===== src/rtl/core/scfr_pkg.sv =====
// package: constants, codes and types for the sum-checked frame receiver
`default_nettype none

package scfr_pkg;

   // frame store geometry
   localparam int STORE_DEPTH = 64;
   localparam int ADDR_W      = $clog2(STORE_DEPTH);

   // stream widths
   localparam int BYTE_W     = 8;
   localparam int LEN_W      = 16;
   localparam int PIDX_W     = 6;
   localparam int STATUS_W   = 2;
   localparam int RSP_FLD_W  = 4 * BYTE_W + LEN_W - BYTE_W + PIDX_W;
   localparam int RSP_DATA_W = ((RSP_FLD_W + 7) / 8) * 8;

   // frame format
   localparam logic [BYTE_W-1:0] HDR_SYNC0  = 8'h53;
   localparam logic [BYTE_W-1:0] HDR_SYNC1  = 8'h59;
   localparam logic [BYTE_W-1:0] TAIL_SYNC0 = 8'h54;
   localparam logic [BYTE_W-1:0] TAIL_SYNC1 = 8'h43;
   localparam int MIN_FRAME     = 10;
   localparam int FIRST_PAYLOAD = 6;
   localparam int HDR_BYTES     = 6;

   typedef enum logic [STATUS_W-1:0] {
      ST_PAYLOAD  = 2'd0,
      ST_SUM_ERR  = 2'd1,
      ST_OVERFLOW = 2'd2
   } status_type;

   typedef enum logic [1:0] {
      S_IDLE,
      S_READ,
      S_LOAD
   } state_type;

endpackage

`default_nettype wire


===== src/rtl/core/sum_checked_frame_receiver.sv =====
// sum-checked frame receiver: frame store, checksum check and payload readout
// results: a status result is valid in the cycle after its transaction; a good
//   frame's payload results pass the READ and LOAD states and the output register,
//   then one per cycle while the result channel is free, from the single read port
// throughput: one byte per cycle in idle with the result channel free; none in readout
// reset: synchronous, clears fill count, sum, state and output valid; store undefined
`default_nettype none

module sum_checked_frame_receiver (
   input  wire logic                           clock,
   input  wire logic                           reset,
   // input channel, tdata: rx_byte[7:0]
   input  wire logic                           req_tvalid,
   output logic                                req_tready,
   input  wire logic [scfr_pkg::BYTE_W-1:0]    req_tdata,
   // result channel
   output logic                                rsp_tvalid,
   input  wire logic                           rsp_tready,
   // tdata: ctrl_byte[7:0], cmd_byte[15:8], declared_length[31:16],
   //        payload_byte[39:32], payload_index[45:40], zero[47:46]
   output logic [scfr_pkg::RSP_DATA_W-1:0]     rsp_tdata,
   // tuser: status[1:0]
   output logic [scfr_pkg::STATUS_W-1:0]       rsp_tuser,
   output logic                                rsp_tlast
);

   import scfr_pkg::*;

   // control state
   state_type             state_ff, state_in;
   logic [ADDR_W-1:0]     fill_ff, fill_in;
   logic [BYTE_W-1:0]     sum_ff, sum_in;        // 8-bit sum of all held bytes

   // header bytes and the two most recent bytes, kept beside the store
   logic [BYTE_W-1:0]     hdr_ff [HDR_BYTES];
   logic [BYTE_W-1:0]     last1_ff;               // store[fill-1]
   logic [BYTE_W-1:0]     last2_ff;               // store[fill-2]

   // frame store, one write and one registered read per cycle
   logic [BYTE_W-1:0]     store_mem [STORE_DEPTH];
   logic [BYTE_W-1:0]     rd_data_ff;

   // readout pointers
   logic [ADDR_W-1:0]     rd_idx_ff, rd_idx_in;   // next address to read
   logic [ADDR_W-1:0]     rd_pos_ff, rd_pos_in;   // address of data in rd_data_ff
   logic [ADDR_W-1:0]     end_idx_ff, end_idx_in; // last payload address

   // output register
   logic                  rsp_valid_ff, rsp_valid_in;
   status_type            rsp_status_ff, rsp_status_in;
   logic [BYTE_W-1:0]     rsp_ctrl_ff, rsp_ctrl_in;
   logic [BYTE_W-1:0]     rsp_cmd_ff, rsp_cmd_in;
   logic [LEN_W-1:0]      rsp_len_ff, rsp_len_in;
   logic [BYTE_W-1:0]     rsp_pbyte_ff, rsp_pbyte_in;
   logic [PIDX_W-1:0]     rsp_pidx_ff, rsp_pidx_in;
   logic                  rsp_last_ff, rsp_last_in;

   // decoded control
   logic                  req_accept;
   logic                  rsp_free;
   logic                  overflow;
   logic                  frame_hit;
   logic                  sum_ok;
   logic                  wr_en;
   logic                  rd_en;
   logic                  load_payload;
   logic                  is_last;
   logic [BYTE_W-1:0]     sum_head;

   assign rsp_free   = !rsp_valid_ff || rsp_tready;
   assign req_accept = req_tvalid && req_tready;

   // frame check works from the registers beside the store
   assign overflow  = (fill_ff == ADDR_W'(STORE_DEPTH - 1));
   assign frame_hit = (fill_ff >= ADDR_W'(MIN_FRAME - 1))
                      && (hdr_ff[0] == HDR_SYNC0) && (hdr_ff[1] == HDR_SYNC1)
                      && (last1_ff == TAIL_SYNC0) && (req_tdata == TAIL_SYNC1);
   // sum of all bytes but the last three: drop the two newest held bytes
   assign sum_head  = sum_ff - last1_ff - last2_ff;
   assign sum_ok    = (sum_head == last2_ff);
   assign is_last   = (rd_pos_ff == end_idx_ff);

   // next state
   always_comb begin
      state_in = state_ff;
      unique case (state_ff)
         S_IDLE: begin
            if (req_accept && !overflow && frame_hit && sum_ok) begin
               state_in = S_READ;
            end
         end
         S_READ: begin
            state_in = S_LOAD;
         end
         S_LOAD: begin
            if (rsp_free && is_last) begin
               state_in = S_IDLE;
            end
         end
         default: begin
            state_in = S_IDLE;
         end
      endcase
   end

   // state outputs
   always_comb begin
      req_tready   = 1'b0;
      rd_en        = 1'b0;
      load_payload = 1'b0;
      unique case (state_ff)
         S_IDLE: begin
            req_tready = rsp_free;
         end
         S_READ: begin
            rd_en = 1'b1;
         end
         S_LOAD: begin
            load_payload = rsp_free;
            rd_en        = rsp_free && !is_last;
         end
         default: begin
            req_tready = 1'b0;
         end
      endcase
   end

   assign wr_en = req_accept && !overflow;

   // fill count, running sum and readout pointers
   always_comb begin
      fill_in    = fill_ff;
      sum_in     = sum_ff;
      rd_idx_in  = rd_idx_ff;
      rd_pos_in  = rd_pos_ff;
      end_idx_in = end_idx_ff;
      if (req_accept) begin
         if (overflow) begin
            fill_in = '0;
            sum_in  = '0;
         end else if (frame_hit) begin
            // frame checked: store empties whether the sum matched or not
            fill_in    = '0;
            sum_in     = '0;
            rd_idx_in  = ADDR_W'(FIRST_PAYLOAD);
            end_idx_in = fill_ff - ADDR_W'(3);
         end else begin
            fill_in = fill_ff + ADDR_W'(1);
            sum_in  = sum_ff + req_tdata;
         end
      end
      if (rd_en) begin
         rd_pos_in = rd_idx_ff;
         rd_idx_in = rd_idx_ff + ADDR_W'(1);
      end
   end

   // output register
   always_comb begin
      rsp_valid_in  = rsp_valid_ff && !rsp_tready;
      rsp_status_in = rsp_status_ff;
      rsp_ctrl_in   = rsp_ctrl_ff;
      rsp_cmd_in    = rsp_cmd_ff;
      rsp_len_in    = rsp_len_ff;
      rsp_pbyte_in  = rsp_pbyte_ff;
      rsp_pidx_in   = rsp_pidx_ff;
      rsp_last_in   = rsp_last_ff;
      if (req_accept && (overflow || (frame_hit && !sum_ok))) begin
         // single status result, every data field zero
         rsp_valid_in  = 1'b1;
         rsp_status_in = overflow ? ST_OVERFLOW : ST_SUM_ERR;
         rsp_ctrl_in   = '0;
         rsp_cmd_in    = '0;
         rsp_len_in    = '0;
         rsp_pbyte_in  = '0;
         rsp_pidx_in   = '0;
         rsp_last_in   = 1'b1;
      end else if (load_payload) begin
         rsp_valid_in  = 1'b1;
         rsp_status_in = ST_PAYLOAD;
         rsp_ctrl_in   = hdr_ff[2];
         rsp_cmd_in    = hdr_ff[3];
         rsp_len_in    = {hdr_ff[4], hdr_ff[5]};
         rsp_pbyte_in  = rd_data_ff;
         rsp_pidx_in   = PIDX_W'(rd_pos_ff - ADDR_W'(FIRST_PAYLOAD));
         rsp_last_in   = is_last;
      end
   end

   // control registers
   always_ff @(posedge clock) begin
      if (reset) begin
         state_ff     <= S_IDLE;
         fill_ff      <= '0;
         sum_ff       <= '0;
         rsp_valid_ff <= 1'b0;
      end else begin
         state_ff     <= state_in;
         fill_ff      <= fill_in;
         sum_ff       <= sum_in;
         rsp_valid_ff <= rsp_valid_in;
      end
   end

   // payload registers
   always_ff @(posedge clock) begin
      rd_idx_ff     <= rd_idx_in;
      rd_pos_ff     <= rd_pos_in;
      end_idx_ff    <= end_idx_in;
      rsp_status_ff <= rsp_status_in;
      rsp_ctrl_ff   <= rsp_ctrl_in;
      rsp_cmd_ff    <= rsp_cmd_in;
      rsp_len_ff    <= rsp_len_in;
      rsp_pbyte_ff  <= rsp_pbyte_in;
      rsp_pidx_ff   <= rsp_pidx_in;
      rsp_last_ff   <= rsp_last_in;
      if (wr_en) begin
         last1_ff <= req_tdata;
         last2_ff <= last1_ff;
         if (fill_ff < ADDR_W'(HDR_BYTES)) begin
            hdr_ff[fill_ff[2:0]] <= req_tdata;
         end
      end
   end

   // frame store
   always_ff @(posedge clock) begin
      if (wr_en) begin
         store_mem[fill_ff] <= req_tdata;
      end
      if (rd_en) begin
         rd_data_ff <= store_mem[rd_idx_ff];
      end
   end

   assign rsp_tvalid = rsp_valid_ff;
   assign rsp_tuser  = rsp_status_ff;
   assign rsp_tlast  = rsp_last_ff;
   assign rsp_tdata  = {{(RSP_DATA_W - RSP_FLD_W){1'b0}}, rsp_pidx_ff, rsp_pbyte_ff,
                        rsp_len_ff, rsp_cmd_ff, rsp_ctrl_ff};

`ifndef SYNTHESIS
   // a byte taken at a full store yields an overflow result next cycle
   a_overflow_result: assert property (@(posedge clock) disable iff (reset)
      (req_accept && overflow) |=> (rsp_tvalid && rsp_tuser == ST_OVERFLOW && rsp_tlast))
      else $error("overflow transaction without overflow result");

   // no input transaction during payload readout
   a_no_accept_in_readout: assert property (@(posedge clock) disable iff (reset)
      (state_ff != S_IDLE) |-> !req_tready)
      else $error("input accepted during readout");

   // status results are always single and final
   a_status_last: assert property (@(posedge clock) disable iff (reset)
      (rsp_tvalid && rsp_tuser != ST_PAYLOAD) |-> rsp_tlast)
      else $error("status result without last");

   // readout never runs past the payload end
   a_read_bound: assert property (@(posedge clock) disable iff (reset)
      (state_ff == S_LOAD) |-> (rd_pos_ff <= end_idx_ff))
      else $error("payload read beyond frame end");

   // a completed frame empties the store
   a_frame_clears: assert property (@(posedge clock) disable iff (reset)
      (req_accept && !overflow && frame_hit) |=> (fill_ff == '0))
      else $error("store not emptied after frame check");
`endif

endmodule

`default_nettype wire


===== config.mk =====
export PLATFORM = sky130hd
export DESIGN_NAME = sum_checked_frame_receiver
export DESIGN_NICKNAME = d
export VERILOG_FILES = /design/src/rtl/core/scfr_pkg.sv /design/src/rtl/core/sum_checked_frame_receiver.sv
export SDC_FILE = /design/constraint.sdc
export NUM_CORES = 1
export LEC_CHECK = 0
export ABC_AREA = 1
export BUFFER_PORTS_ARGS = -buffer_cell sky130_fd_sc_hd__buf_2
export CAP_MARGIN = 40
export CORE_MARGIN = 8
export CORE_UTILIZATION = 50
export CTS_CLUSTER_DIAMETER = 120
export DETAILED_ROUTE_END_ITERATION = 6
export HOLD_SLACK_MARGIN = 0.1
export PLACE_DENSITY = 0.72
export SKIP_LAST_GASP = 1
export SYNTH_ARGS = -nofsm -noshare
export SYNTH_HDL_FRONTEND = slang
export SYNTH_SLANG_ARGS = --single-unit

===== constraint.sdc =====
create_clock -name clock -period 3.2 [get_ports clock]
set_input_delay 0.32 -clock clock [delete_from_list [all_inputs] [get_ports clock]]
set_output_delay 0.32 -clock clock [all_outputs]
set_load 0.02 [all_outputs]

# Word level (Yosys, flattened, before mapping)
# Memories as Yosys holds them, arrays and structs flattened. A register that Yosys moved wholly into a read port is not among the register bits.
# Cells that the tools add are included.
totals:
  mem_bits_ro: 0
  latchBits: 0
  output_inout_bits: 53
  ramBits: 560
  elab_cells: 88
  input_bits: 12
  reg_bits: 68
  memories: 2
mem_list:
  columns: ["name", "depth", "word_bits", "rd", "rd_clocked_by_memory_dff", "write_ports", "line", "text"]
  rows:
  - ["store_mem", 64, 8, 1, 1, 1, "sum_checked_frame_receiver.sv:40", "logic [BYTE_W-1:0] store_mem [STORE_DEPTH];"]
  - ["hdr_ff", 6, 8, 6, 4, 1, "sum_checked_frame_receiver.sv:35", "logic [BYTE_W-1:0] hdr_ff [HDR_BYTES];"]
classes:
  shift: 0
  n_eq_ne: 12
  n_div: 0
  order_cmp: 2
  n_mul: 0
  muxes: 24
  reduce_logical: 27
  bitwise: 1
  n_addsub: 7
op_table:
  columns: ["cell", "n"]
  rows:
  - ["$mux 6", 6]
  - ["$eq 8x7->1 const B", 4]
  - ["$mux 8", 2]
  - ["$sub 8x8->8", 2]
  - ["$logic_and 1x1->1", 13]
  - ["$add 6x1->6 const B", 2]
  - ["$mux 2", 5]
  - ["$mux 1", 9]
  - ["$add 8x8->8", 1]
  - ["$eq 8x8->1", 1]
  - ["$eq 6x6->1", 1]
  - ["$eq 6x6->1 const B", 1]
  - ["$ge 6x4->1 const B", 1]
  - ["$lt 6x3->1 const B", 1]
  - ["$pmux 2 s3", 1]
  - ["$reduce_and 3->1", 2]
  - ["$reduce_bool 2->1", 3]
  - ["$sub 6x2->6 const B", 1]
  - ["$sub 6x3->6 const B", 1]
  - ["$logic_not 1->1", 5]
  - ["$ne 2x2->1 const B", 2]
  - ["$eq 2x1->1 const B", 1]
  - ["$eq 2x2->1 const B", 1]
  - ["$logic_not 2->1", 1]
  - ["other kinds (5)", 6]

# Logic depth before layout (Yosys ltp)
# An unclocked memory read counts as a cell.
logic_depth:
  ltp_word: 10
  ltp_mapped: 21
  mapped_depth_nobuf: 20

# Least setup slack after synthesis
# No wires, ideal clock.
synth_path:
  path_type: "register -> register"
  from: "register last1_ff[0]"
  to: "register rsp_status_ff[0] (netlist: rsp_tuser[0]), enable pin"
  required_ns: 2.902
  arrival_ns: 2.685
  path_slack_ns: 0.218
  synth_period_minus_slack_ns: 2.982
  setup_ns: 0.298
  n_path_buf: 1
  path_stages_with_launch: 21
  cell_sequence: "edfxtp_1 -> fa_1 -> inv_1 -> ha_1 -> inv_1 -> nand2_1 -> fa_1 -> nand3_1 -> nand2_1 -> nand2_1 -> nand2_1 -> nand2_1 -> nand2_1 -> nand2_1 -> inv_1 -> nand2_1 -> nand2_1 -> o21ai_2 -> buf_6 -> inv_1 -> nand2_1"
synth_between:
  elab_chain_len: 8
  word_cells_on_any_way: 11
  cone_classes: "add/sub (2); eq/ne (2); reduce/logical (7)"
synth_lines:
  columns: ["element", "line", "text"]
  rows:
  - ["start, declared", "sum_checked_frame_receiver.sv:36", "logic [BYTE_W-1:0] last1_ff;"]
  - ["start signal, assigned", "sum_checked_frame_receiver.sv:218", "last1_ff <= req_tdata;"]
  - ["$sub 8x8->8 (2 in a row)", "sum_checked_frame_receiver.sv:79", "assign sum_head = sum_ff - last1_ff - last2_ff;"]
  - ["$eq 8x8->1", "sum_checked_frame_receiver.sv:80", "assign sum_ok = (sum_head == last2_ff);"]
  - ["$logic_not 1->1", "sum_checked_frame_receiver.sv:168", "if (req_accept && (overflow || (frame_hit && !sum_ok))) begin"]
  - ["$logic_and 1x1->1 (*)", "sum_checked_frame_receiver.sv:168", null]
  - ["$logic_or 1x1->1 (*)", "sum_checked_frame_receiver.sv:168", null]
  - ["$logic_and 1x1->1 (*)", "sum_checked_frame_receiver.sv:168", null]
  - ["$reduce_bool 2->1 (no line) (*)", null, null]
  - ["end signal, assigned", "sum_checked_frame_receiver.sv:210", "rsp_status_ff <= rsp_status_in;"]
  - ["end, declared", "sum_checked_frame_receiver.sv:50", "status_type rsp_status_ff, rsp_status_in;"]
# Every way passes the cells marked *; elsewhere a longest branch is shown, timed or not.
# A chain may end at the register's enable or synchronous reset.

# Final worst setup path
layout_path:
  from: "register last1_ff[0]"
  to: "register rsp_cmd_ff[7] (netlist: rsp_tdata[15]), read port of hdr_ff"
layout_between:
  elab_chain_len: 7
  word_cells_on_any_way: 10
  cone_classes: "add/sub (2); eq/ne (2); reduce/logical (6)"
layout_lines:
  columns: ["element", "line", "text"]
  rows:
  - ["$sub 8x8->8 (2 in a row)", "sum_checked_frame_receiver.sv:79", null]
  - ["$eq 8x8->1", "sum_checked_frame_receiver.sv:80", null]
  - ["$logic_not 1->1", "sum_checked_frame_receiver.sv:168", null]
  - ["$logic_and 1x1->1 (*)", "sum_checked_frame_receiver.sv:168", null]
  - ["$logic_or 1x1->1 (*)", "sum_checked_frame_receiver.sv:168", null]
  - ["$logic_and 1x1->1 (*)", "sum_checked_frame_receiver.sv:168", null]
  - ["end, declared", "sum_checked_frame_receiver.sv:52", "logic [BYTE_W-1:0] rsp_cmd_ff, rsp_cmd_in;"]
# Marked as above.

==> results.cfg <==
[run_status]
outcome = complete, no violations

[timing]
hold_viol_final = 0
slew_headroom = 0.413
layout_setup_ws_ps = 157
rsz0062_at_grt = true
max_clock_freq_ghz = 0.329
tightest_slew_ps = 881
whs_ps = 116
worst_clock_skew_ps = 17.3
timing.final.crit_share = 0.951
slew_violations = 0
setup_viol = 0
period_minus_slack_ps = 3040

[placement]
numPortBuffers = 62
post-place-ws_ps = 57.2
hpwlAfterDp_mm = 42.3
gp_congestion = 0.889
dp_cells = 3014

[clocking]
cts.sinks = 667
cts_tree = built
htreeDepth = 3
clk_latency_ps = 600
numCtsBuffers = 67
clock_path_buffers = 3
path_clk_slew_ps = 60
cts_root_buf = clkbuf_16

[logic_synthesis]
ys_types = 37
synth_top_family_by_area = simple AND/OR/NAND/NOR gates
synth_xor_area_frac = 0.00675
synth.area.top_cells = edfxtp_1, nand2_1, dfxtp_1
yosysSeqAreaShare = 0.711
synth_warnings = 0
synth-compound-area-share = 0.0935
syn_avg_cell_area_sq_um = 12.1
synthArstFlopShare = 0
ys_dominant_reg_cell = edfxtp_1
synth_area_sq_um = 27300
synthMuxAreaShare = 0.0239
synth_commonest_cells = edfxtp_1, nand2_1, nor2_1
post_synth_and_or_nand_nor_area_fraction = 0.114
synth_cells = 2249
ys_ff_latch = 667
synth_edf_count = 603
yosysTopAreaCell = edfxtp_1
synth_adder_area_share = 0.0169
synth_top_area_frac = 0.664
yosysMostFrequentCell = edfxtp_1

[routing]
wl_mm = 68.4
top_layer_used = met5
drtAntennaViolNets = 0
wl_met1_mm = 27.7
vias = 18100
routedWlPerCell_um = 21.8
initialDrtViolationCount = 2246
wl_met3_mm = 5.92
drc = 0
dr_wl_met2_mm = 32.2
firstDrtPassIters = 6
via_per_inst = 5.76

[cells_and_area]
drive_gt1_frac = 0.140
diodes = 0
nets = 2436
syn2layout_area_growth_pct = 14.7
fin_cells = 3137
filler_cell_count = 4238

[die]
start_util = 0.506
dieArea_sq_um = 62200
fp.dieH_um = 249
core-area_sq_um = 53800
die_width_um = 249
ios = 65
std_cell_rows = 85

[global_route]
grt_overflow_total = 0
grt_pass1_wl_mm = 104
grt_max_degree = 76
antenna_found_initial = 5
grt_pass1_vias = 17700
grt.total_usage = 0.216

[worst_setup_path]
crit_type = reg2reg
slowest_stage = fa_1
reg2reg_setup_slack_ps = 160
worstPathArrival_ps = 3560
cp-end-kind = flip-flop
path_cells = fa_1, inv_1, ha_2, inv_2, nand2_2, fa_2, xnor2_1, nand3_1, nor2_1, nand2_1, nor2_2, nand2_1, nand2_2, o21ai_4, buf_12, a21oi_1
critPathRequiredTime_ps = 3720
critPathLaunchType = flip-flop
slowest_delay_ps = 570
critPathMaxFanout = 17

[pwr]
ir_drop_v = 0.000459
power.density_nw_per_um2 = 717
total_power_w = 0.0224
power_leakage_nw = 11.4

[job]
max-cap-violations = 0

[hold_path]
hold_path_class = in2reg
path summary, 6_finish.rpt:
check        cells past startpoint                         end                  start
max                             16  rsp_tdata[15]$_SDFFE_PP0P_  last1_ff[0]$_DFFE_PP_
max reg2reg                     16  rsp_tdata[15]$_SDFFE_PP0P_  last1_ff[0]$_DFFE_PP_
min                              1      hdr_ff[1][0]$_DFFE_PP_           req_tdata[0]
min reg2reg                      0       last2_ff[3]$_DFFE_PP_  last1_ff[3]$_DFFE_PP_
through the flow:
| step | utilization | TNS, ps | instance area, sq um |
|---|---|---|---|
| finish | 0.581 | 0 | 31300 |
| global route | 0.581 | -460 | 31300 |
| CTS | 0.580 | 0 | 31200 |
| detailed placement | 0.539 | 0 | 29000 |
| global placement | 0.539 | 0 | 29000 |
| floorplan | - | 0 | 27300 |
kinds of logic (layout without fill, tap and decap cells):
logic type | count (synthesis) | in the layout
AND/OR/NAND/NOR | 798 | 798
flip-flops | 667 | 667
AO/OA/AOI/OAI | 450 | 450
buffers and inverters | 215 | 406
multiplexers | 65 | 65
adder cells (fa/ha/maj) | 32 | 32
XOR/XNOR | 21 | 21
other | 1 | 2
cell usage in the layout, fill, tap and decap left out, types with 63 or more instances in the layout:
| cell type | Yosys | routed |
|---|---|---|
| a21oi_1 | 137 | 133 |
| buf_4 | 12 | 113 |
| clkbuf_16 | 0 | 71 |
| dfxtp_1 | 64 | 63 |
| edfxtp_1 | 603 | 603 |
| inv_1 | 92 | 88 |
| mux2i_1 | 65 | 65 |
| nand2_1 | 488 | 483 |
| nor2_1 | 243 | 241 |
| o21ai_0 | 165 | 165 |
| o22ai_1 | 65 | 65 |
state kept, by name, indices dropped and copies added (netlist names), 7 cells and up:
name and count:
sum_ff 8, store_mem 512, last1_ff 8, rsp_tdata 32
last2_ff 7, rsp_pbyte_ff 8, rd_data_ff 8, hdr_ff 48
where the power goes:
| part | switching (W) | internal [W] | leakage [nW] |
|---|---|---|---|
| combinational | 0.00290 | 0.00143 | 4.35 |
| sequential | 0.000310 | 0.0101 | 5.97 |
| clock | 0.00323 | 0.00446 | 1.06 |
| total | 0.00644 | 0.0160 | 11.4 |
critical path: cells and delay by family, from the launching register on:
family,cells,cell delay (ps)
buffers and inverters,3,280
AND/OR/NAND/NOR,7,610
XOR/XNOR,1,120
AO/OA/AOI/OAI,2,250
flip-flops,1,430
adder cells (fa/ha/maj),3,1270
per-layer routing:
layer | GRT usage | vias up
met2 | 0.350 | 834
met4 | 0.0890 | 2
met5 | 0 | -
met1 | 0.285 | 8841
met3 | 0.0407 | 160
li1 | - | 8245
area by class of cell:
| cell class | instances | area (sq um) | area share |
|---|---|---|---|
| sequential | 667 | 19400 | 0.620 |
| multi-input combinational | 1368 | 7010 | 0.224 |
| clock buffer | 83 | 1860 | 0.0595 |
| timing repair buffer | 192 | 1480 | 0.0472 |
| tap | 696 | 871 | 0.0279 |
| inverter | 96 | 363 | 0.0116 |
| clock inverter | 35 | 290 | 0.00929 |
timing repair:
item / 4_1_cts / 5_1_grt
endpoints found under the setup margin: 0 / 52
hold endpoints to repair: 11 / 0
hold buffers: 2 / 0
resized for setup: 0 / 14
buffers inserted: 0 / 2
(Power assumes the default switching activity.)
